$ cat config.mk
export PLATFORM = sky130hd
export DESIGN_NAME = mx_fp8_fp4_dequantizer
export DESIGN_NICKNAME = d
export VERILOG_FILES = /design/src/rtl/core/mxdq_pkg.sv /design/src/rtl/core/mxdq_lane.sv /design/src/rtl/core/mx_fp8_fp4_dequantizer.sv
export SDC_FILE = /design/constraint.sdc
export NUM_CORES = 1
export LEC_CHECK = 0
export ABC_AREA = 1
export BUFFER_PORTS_ARGS = -buffer_cell sky130_fd_sc_hd__buf_2
export CORE_MARGIN = 2
export CORE_UTILIZATION = 34
export CTS_CLUSTER_SIZE = 12
export DETAILED_ROUTE_END_ITERATION = 10
export PLACE_DENSITY = 0.59
export SLEW_MARGIN = 20
export SYNTH_ARGS = -nofsm -noshare
export SYNTH_HDL_FRONTEND = slang
export SYNTH_SLANG_ARGS = --single-unit
$ cat constraint.sdc
create_clock -name clock -period 14.3 [get_ports clock]
set_input_delay 2.145 -clock clock [delete_from_list [all_inputs] [get_ports clock]]
set_output_delay 2.145 -clock clock [all_outputs]
set_load 0.02 [all_outputs]
$ cat src/rtl/core/mxdq_pkg.sv
// Package with shared types, constants and the float32 packing function.
package mxdq_pkg;

   localparam int LaneCount = 2;

   typedef enum logic {
      OP_FP8 = 1'b0,
      OP_FP4 = 1'b1
   } op_type;

   // One lane's decoded element: sign, 4-bit magnitude, power of two.
   typedef struct packed {
      logic       neg;
      logic [3:0] mag;
      logic [9:0] pw;   // signed power relative to mag
      logic       zero; // forced zero (sign kept in neg)
   } elem_type;

   function automatic logic [2:0] fp4_mag2(input logic [2:0] code);
      logic [2:0] m;
      case (code)
         3'd0: m = 3'd0;
         3'd1: m = 3'd1;
         3'd2: m = 3'd2;
         3'd3: m = 3'd3;
         default: m = 3'd0;
      endcase
      return m;
   endfunction

   // Rounds (-1)^neg * mag * 2^pw into float32 bits.
   function automatic logic [31:0] pack_f32(input elem_type e);
      logic [31:0]       sbit;
      logic [1:0]        msb;
      logic signed [9:0] biased;
      logic signed [9:0] sh;
      logic [2:0]        r;
      logic [3:0]        q;
      logic [3:0]        rem;
      logic [3:0]        half;
      logic [31:0]       res;
      sbit = {e.neg, 31'd0};
      msb = e.mag[3] ? 2'd3 : e.mag[2] ? 2'd2 : e.mag[1] ? 2'd1 : 2'd0;
      biased = $signed(e.pw) + $signed({8'd0, msb}) + 10'sd127;
      sh = $signed(e.pw) + 10'sd149;
      r = 3'd0;
      q = 4'd0;
      rem = 4'd0;
      half = 4'd0;
      if (e.zero || e.mag == 4'd0) begin
         res = sbit;
      end else if (biased >= 10'sd255) begin
         res = sbit | 32'h7F80_0000;
      end else if (biased >= 10'sd1) begin
         res = sbit | {1'b0, biased[7:0], 23'd0}
               | ((32'(e.mag) << (5'd23 - 5'(msb))) & 32'h007F_FFFF);
      end else if (sh >= 10'sd0) begin
         res = sbit | (32'(e.mag) << sh[4:0]);
      end else if (sh < -10'sd4) begin
         // A shift of five or more always lands below half of the smallest subnormal.
         res = sbit;
      end else begin
         r = 3'(-sh);
         q = e.mag >> r;
         rem = e.mag & ((4'd1 << r) - 4'd1);
         half = 4'd1 << (r - 3'd1);
         if (rem > half || (rem == half && q[0])) begin
            q = q + 4'd1;
         end
         res = sbit | 32'(q);
      end
      return res;
   endfunction

endpackage

$ cat src/rtl/core/mxdq_lane.sv
// One dequantizer lane: decodes an FP8 byte or FP4 nibble and packs float32.
module mxdq_lane (
   input  logic        fp8_mode,
   input  logic [7:0]  code,
   input  logic [7:0]  scale,
   output logic [31:0] value
);
   mxdq_pkg::elem_type e;
   logic [9:0]         sadj;

   always_comb begin
      sadj = {2'd0, scale} - 10'd127;
      e.zero = (scale == 8'hFF);
      if (fp8_mode) begin
         e.neg = code[7];
         if (code[6:0] == 7'h7F) begin
            e.neg = 1'b0;
            e.zero = 1'b1;
         end
         if (code[6:3] == 4'd0) begin
            e.mag = {1'b0, code[2:0]};
            e.pw = sadj - 10'd9;
         end else begin
            e.mag = {1'b1, code[2:0]};
            e.pw = sadj + {6'd0, code[6:3]} - 10'd10;
         end
      end else begin
         e.neg = code[3];
         case (code[2:0])
            3'd4: e.mag = 4'd4;
            3'd5: e.mag = 4'd6;
            3'd6: e.mag = 4'd8;
            3'd7: e.mag = 4'd12;
            default: e.mag = {1'b0, mxdq_pkg::fp4_mag2(code[2:0])};
         endcase
         e.pw = sadj - 10'd1;
      end
   end

   assign value = mxdq_pkg::pack_f32(e);
endmodule

$ cat src/rtl/core/mx_fp8_fp4_dequantizer.sv
// Top level: two decode lanes, an ordering merge and a skid-buffered output.
// Accepted request words are registered in the main or skid entry before leaving.
// Throughput: one word per cycle unless skid is full; lanes work in parallel on one byte.
// A two-entry output stage keeps req_tready high while one word waits.
// Reset (synchronous, active high) clears the valid flags and the order bit.
module mx_fp8_fp4_dequantizer (
   input  logic        clock,
   input  logic        reset,
   input  logic        csr_we,
   input  logic        csr_wdata,
   input  logic        req_tvalid,
   output logic        req_tready,
   input  logic [15:0] req_tdata,  // data_byte[7:0], scale_byte[15:8]
   input  logic        req_tuser,  // op
   output logic        rsp_tvalid,
   input  logic        rsp_tready,
   output logic [63:0] rsp_tdata,  // first_value[31:0], second_value[63:32]
   output logic        rsp_tuser   // second_valid
);
   logic        order_ff, order_in;
   logic [31:0] lo_val, hi_val;
   logic        fp8;
   logic [64:0] word;
   logic [64:0] main_ff, main_in, skid_ff, skid_in;
   logic        mv_ff, mv_in, sv_ff, sv_in;
   logic        acc;

   assign fp8 = (req_tuser == mxdq_pkg::OP_FP8);

   mxdq_lane u_lane_lo (
      .fp8_mode(fp8), .code(fp8 ? req_tdata[7:0] : {4'd0, req_tdata[3:0]}),
      .scale(req_tdata[15:8]), .value(lo_val)
   );
   mxdq_lane u_lane_hi (
      .fp8_mode(1'b0), .code({4'd0, req_tdata[7:4]}),
      .scale(req_tdata[15:8]), .value(hi_val)
   );

   always_comb begin
      if (fp8) begin
         word = {1'b0, 32'd0, lo_val};
      end else if (order_ff) begin
         word = {1'b1, lo_val, hi_val};
      end else begin
         word = {1'b1, hi_val, lo_val};
      end
   end

   assign req_tready = !sv_ff;
   assign acc = req_tvalid && req_tready;
   assign order_in = csr_we ? csr_wdata : order_ff;

   always_comb begin
      main_in = main_ff;
      mv_in = mv_ff;
      skid_in = skid_ff;
      sv_in = sv_ff;
      if (!mv_ff || rsp_tready) begin
         if (sv_ff) begin
            main_in = skid_ff;
            mv_in = 1'b1;
            sv_in = 1'b0;
         end else begin
            main_in = word;
            mv_in = acc;
         end
      end else if (acc) begin
         skid_in = word;
         sv_in = 1'b1;
      end
   end

   always_ff @(posedge clock) begin
      if (reset) begin
         order_ff <= 1'b0;
         mv_ff <= 1'b0;
         sv_ff <= 1'b0;
      end else begin
         order_ff <= order_in;
         mv_ff <= mv_in;
         sv_ff <= sv_in;
      end
      main_ff <= main_in;
      skid_ff <= skid_in;
   end

   assign rsp_tvalid = mv_ff;
   assign rsp_tdata = main_ff[63:0];
   assign rsp_tuser = main_ff[64];
endmodule
* Word-level counts from Yosys, hierarchy flattened
Cells that the tools add are included.
Storage, ports and cells: bits in registers 133, bits in latches 0, bits in writable memories 0, ROM bits 0, input bits 23, output and inout port bits 67, word-level logic and storage cells 132, memories kept 0
Operators by class: add/subtract/negate cells 21, $mul 0, divide/modulo/power cells 0, $lt $le $gt $ge 10, eq/ne operators 18, shift-type cells 10, multiplexer cells 42, bitwise logic cells 11, reduce and logical (&&, ||, !) cells 15
Operator list (number):
- $mux W32 | 10
- $mux W65 | 2
- $mux W64 | 1
- $or A32 B23 Y32 | 2
- $or A32 B31 Y32 | 2
- $or A32 B32 Y32 | 2
- $or A32 B4 Y32 | 2
- $shl A4 B5 Y32 | 2
- $mux W4 | 12
- $shl A4 B5 Y23 | 2
- $pmux W4 S4 | 2
- $eq A3 B3 Y1 const B | 8
- $add A10 B3 Y10 | 2
- $add A10 B8 Y10 const B | 2
- $add A10 B9 Y10 const B | 2
- $ge A10 B1 Y1 const B | 2
- $ge A10 B2 Y1 const B | 2
- $ge A10 B9 Y1 const B | 2
- $lt A10 B3 Y1 const B | 2
- $sub A10 B4 Y10 const B | 2
- $shl A1 B3 Y4 const A | 4
- $mux W15 | 1
- $mux W14 | 1
- $eq A3 B2 Y1 const B | 4
- other kinds (26) | 54

* Logic depth before layout (Yosys ltp)
word-level depth 28, depth in mapped cells 36, gate-level depth less buffers 34

* Modules after synthesis
A second synthesis with hierarchy kept.
Unflattened totals: cell total of the unflattened synthesis 1966, area total of the unflattened synthesis 13078.8 um2
Modules (own cells, without submodules):
- mx_fp8_fp4_dequantizer | instances 1, cells an instance 677, area an instance 6322.3 um2, sequential area each 3963.8 um2
- mxdq_lane at u_lane_hi | instances 1, cells an instance 650, area an instance 3387.0 um2, sequential area each 0.0 um2
- mxdq_lane at u_lane_lo | instances 1, cells an instance 639, area an instance 3369.5 um2, sequential area each 0.0 um2

* Worst setup path after synthesis
OpenSTA, ideal clock, no wires.
path kind input to register, start in req_tdata[8], end reg main_ff[34] (data pin), library setup time 0.267 ns, arrival 7.090 ns, data required time 14.033 ns, slack 6.943 ns, stages on the path 35, path buffers 4, cell sequence inv_2 -> ha_1 -> buf_4 -> inv_2 -> ha_1 -> inv_1 -> ha_1 -> fa_1 -> nand3_1 -> nand2_1 -> ha_1 -> clkbuf_1 -> inv_1 -> clkbuf_1 -> ha_1 -> clkbuf_1 -> nand2_1 -> ha_1 -> xor2_1 -> nor2_1 -> ha_1 -> nand2_1 -> o211a_1 -> inv_1 -> nand3_1 -> nand2_1 -> nand2_1 -> nand2_1 -> inv_1 -> nand2_1 -> nand2_1 -> nand3_1 -> nand2_1 -> nand2_1 -> a21oi_1
Between the ends: longest elaborated chain between the ends 28, elaborated cells between the ends (all ways) 81, those cells by class add/sub: 19; order compare: 10; eq/ne: 3; shift: 8; mux: 29; bitwise: 6; reduce/logical: 6
Ends and longest elaborated chain:
- from (decl) | RTL line mx_fp8_fp4_dequantizer.sv:13 | input logic [15:0] req_tdata,
- branches (longest 25 deep; another with $add A10 B4 Y10)
- $mux W64 * | RTL line mx_fp8_fp4_dequantizer.sv:42 | end else if (order_ff) begin
- $mux W65 * | RTL line mx_fp8_fp4_dequantizer.sv:40 | if (fp8) begin
- $mux W65 * | RTL line mx_fp8_fp4_dequantizer.sv:59 | if (sv_ff) begin
- to (signal assigned) | RTL line mx_fp8_fp4_dequantizer.sv:83 | main_ff <= main_in;
- to (decl) | RTL line mx_fp8_fp4_dequantizer.sv:24 | logic [64:0] main_ff, main_in, skid_ff, skid_in;
Every way passes the cells marked *. The select of a mux whose other input is x is not followed. A chain may end at the register's enable or synchronous reset.

* Final worst setup path
start in req_tdata[8], end reg skid_ff[35] (data pin)
Between the ends: longest elaborated chain between the ends 27, elaborated cells between the ends (all ways) 80, those cells by class add/sub: 19; order compare: 10; eq/ne: 3; shift: 8; mux: 28; bitwise: 6; reduce/logical: 6
Ends and longest elaborated chain:
- branches (longest 25 deep; another with $add A10 B4 Y10)
- $mux W64 * | RTL line mx_fp8_fp4_dequantizer.sv:42
- $mux W65 * | RTL line mx_fp8_fp4_dequantizer.sv:40
- net word[35] | RTL line mx_fp8_fp4_dequantizer.sv:23 | logic [64:0] word;
- to (signal assigned) | RTL line mx_fp8_fp4_dequantizer.sv:84 | skid_ff <= skid_in;
- to (decl) | RTL line mx_fp8_fp4_dequantizer.sv:24
Mark *: on every way through the listed nets, which the timed path passes. The select of a mux whose other input is x is not followed.

==> results.py <==
metrics = {
    "run_status": {
        "outcome": "finished, final reports clean",
    },
    "critical_path": {
        "critical_path.max_fanout": 17,
        "critical_path_class": "input pin to flip-flop",
        "cp_data_required_time_ns": 14.47,
        "path_delay_family": "adder cells",
        "cpPeakStageDelay_ns": 0.59,
        "endpoint_kind": "flip-flop",
        "path_buf_inv": 6,
        "arrival_ns": 8.13,
        "crit_top_cell": "ha_1",
        "cp_slowest_cell": "ha_1",
        "start_kind": "input pin",
    },
    "route": {
        "drt-total-wl_mm": 35.8,
        "routedWlPerCell_um": 16.8,
        "drc": 0,
        "postRouteAntennaNets": 0,
        "firstDrtPassIters": 6,
        "dr.first_iter.drc_count": 948,
        "vias": 10900,
        "routed_via_density": 5.10,
    },
    "synthesis": {
        "ys_ff_latch": 133,
        "yosys_warnings": 0,
        "ys_types": 51,
        "synth_nets": 1714,
        "synth_flop_cell": "edfxtp_1",
        "async_reset_ff_frac": 0,
        "synth_edf_count": 130,
        "seq_area_frac_synth": 0.343,
        "synth_area_um2": 11500,
        "syn_area_per_cell_um2": 7.16,
        "netlist_instances": 1614,
    },
    "sta": {
        "finalWorstPathRequiredPeriod_ns": 7.96,
        "fin_ws_ns": 6.34,
        "slew_violations": 0,
        "setup_viol": 0,
        "finalClockSkew_ns": 0.0120,
        "rsz0062_at_grt": "no",
        "hold_viol": 0,
        "worst_slew_margin_rel": 0.405,
        "totalNegativeSetupSlack_ns": 0,
        "max_freq_mhz": 126,
        "post-route-period-util": 0.556,
        "worstMarginPinSlew_ns": 0.892,
    },
    "clock_tree": {
        "root_buffer": "clkbuf_16",
        "cts_hold_buf": 0,
        "clkTransAtPathRegs_ns": 0.06,
        "cts_inserted_buffers": 17,
        "clockBufferDepth": 2,
        "post_cts_resized": 0,
        "cts.sinks": 133,
        "clkLatencyLatePin_ns": 0.42,
        "cts_tree": "yes",
        "htreeDepth": 4,
        "cts_setup_buffers": 0,
    },
    "cells_and_area": {
        "nets": 1769,
        "drive_gt1_frac": 0.129,
        "final_area_um2": 12900,
        "num_antenna_cells": 0,
        "area_growth_pct": 12.1,
    },
    "place": {
        "post-dp-hpwl_mm": 27.3,
        "routabilityCongestion": 0.971,
        "portBuffers": 89,
        "pre_cts_slack_ns": 6.00,
        "place_area_um2": 12300,
    },
    "global_route": {
        "gr-total-overflow": 0,
        "grt_max_degree": 69,
        "track_usage": 0.203,
        "first_global_vias": 10100,
        "grt_pass1_wl_mm": 56.4,
        "antenna_found_initial": 0,
    },
    "floorplanning": {
        "initial_core_util": 0.344,
        "core_area_um2": 33500,
        "die-area_um2": 35500,
        "die_h_um": 188,
        "num_rows": 67,
        "die_w_um": 188,
        "io_pins": 90,
    },
    "worst_hold_path": {
        "hold_class": "flip-flop to flip-flop",
    },
    "power": {
        "leakagePower_uw": 0.00629,
        "vdd_drop_max_mv": 0.0619,
        "power_per_cell_area_nw_per_um2": 123,
    },
    "job": {
        "max-cap-violations": 0,
    },
}
-- cells in the mapped netlist, types with 9 or more instances --
cell type | instances | share of area
xor2_1 | 16 | 0.012
o21ai_1 | 10 | 0.0043
clkbuf_1 | 34 | 0.011
nor2_2 | 9 | 0.0049
a21oi_1 | 66 | 0.029
nor3_1 | 14 | 0.0061
nand4_1 | 31 | 0.017
inv_2 | 13 | 0.0042
and2_1 | 13 | 0.0070
nand3b_1 | 12 | 0.0078
o21ai_0 | 66 | 0.029
nand3_2 | 12 | 0.010
o31ai_1 | 9 | 0.0058
nor2_1 | 114 | 0.037
nand3_1 | 170 | 0.074
nand2_2 | 26 | 0.014
o21a_1 | 12 | 0.0078
nand2_1 | 516 | 0.17
edfxtp_1 | 130 | 0.34
buf_2 | 13 | 0.0056
inv_1 | 160 | 0.052
ha_1 | 74 | 0.080
-- worst reg2reg max path, cell delays in order, from the launching register on --
cell     delay (ns)
dfxtp_2        0.31
buf_4          0.50
nand2_1        0.15
buf_4          0.33
inv_1          0.11
buf_4          0.37
o21ai_0        0.32
nand2_1        0.16
a21oi_1        0.09
-- per-stage QoR --
step / power (µW) / util / instances / hold WS [ns]
3_3_place_gp: 1140 / 0.368 / 2098 / 0.500
6_report: 1600 / 0.386 / 2128 / 0.514
5_1_grt: 1700 / 0.386 / 2128 / 0.533
3_5_place_dp: 1140 / 0.368 / 2098 / 0.504
4_1_cts: 1600 / 0.386 / 2128 / 0.514
2_1_floorplan: 968 / - / 1614 / 0.488
-- logic make-up (layout without fill, tap and decap cells) --
family | count (synthesis) | in the layout | share of synthesized area
multiplexers | 2 | 2 | 0.00173
AND/OR/NAND/NOR | 941 | 941 | 0.368
buffers and inverters | 240 | 306 | 0.0848
adder cells (fa/ha/maj) | 77 | 77 | 0.0854
AO/OA/AOI/OAI | 201 | 201 | 0.100
XOR/XNOR | 20 | 20 | 0.0168
flip-flops | 133 | 133 | 0.343
-- path summary, 6_finish.rpt --
path,from,end,slack [ns],cells after the start
worst min-delay path,skid_ff[56]$_DFFE_PP_,main_ff[56]$_DFFE_PP_,0.51,2
worst min register to register,skid_ff[56]$_DFFE_PP_,main_ff[56]$_DFFE_PP_,0.51,2
worst max register to register,order_ff$_SDFFE_PP0P_,main_ff[10]$_DFFE_PP_,11.68,8
worst max-delay path,req_tdata[8],skid_ff[35]$_DFFE_PP_,6.34,29
-- metal layers --
metal | share of wire | track usage | up-vias
met3 | 0.056 | 0.0220 | 53
met2 | 0.45 | 0.326 | 375
met4 | 0.031 | 0.0745 | 0
met5 | 0 | 0 | -
met1 | 0.46 | 0.282 | 4978
li1 | - | - | 5452
-- flip-flops by register name, summed over array words and instances, names as in the netlist --
name and cells:
rsp_tvalid 1, skid_ff 65, sv_ff 1, main_ff 65, order_ff 1
-- area by class of cell --
type / count / area, µm²
fillers: 3548 / 20600
multi-input cells: 1241 / 6620
flip-flops and latches: 133 / 3970
inverters: 177 / 667
well taps: 448 / 561
repair buffers: 99 / 520
clock buffers: 18 / 429
clock inverters: 12 / 183
-- power breakdown --
group,internal (µW),switching [µW]
Clock,290,166
Sequential,481,11.0
Combinational,186,464
-- cells in the final DEF (no fill, tap or decap), types with 9 or more instances in the layout --
cell       netlist  routed
buf_4            3      10
o21ai_1         10      10
edfxtp_1       130     130
nor2_2           9       9
and2_1          13      13
inv_1          160     160
nand2_2         26      27
nand3_1        170     170
nor2_1         114     113
o21a_1          12      12
nand4_1         31      31
a21oi_1         66      66
nand3b_1        12      12
o31ai_1          9       9
ha_1            74      74
nor3_1          14      14
o21ai_0         66      66
inv_2           13      14
buf_2           13      89
xor2_1          16      16
nand2_1        516     515
nand3_2         12      12
clkbuf_16        0      17
(Power assumes the default switching activity.)
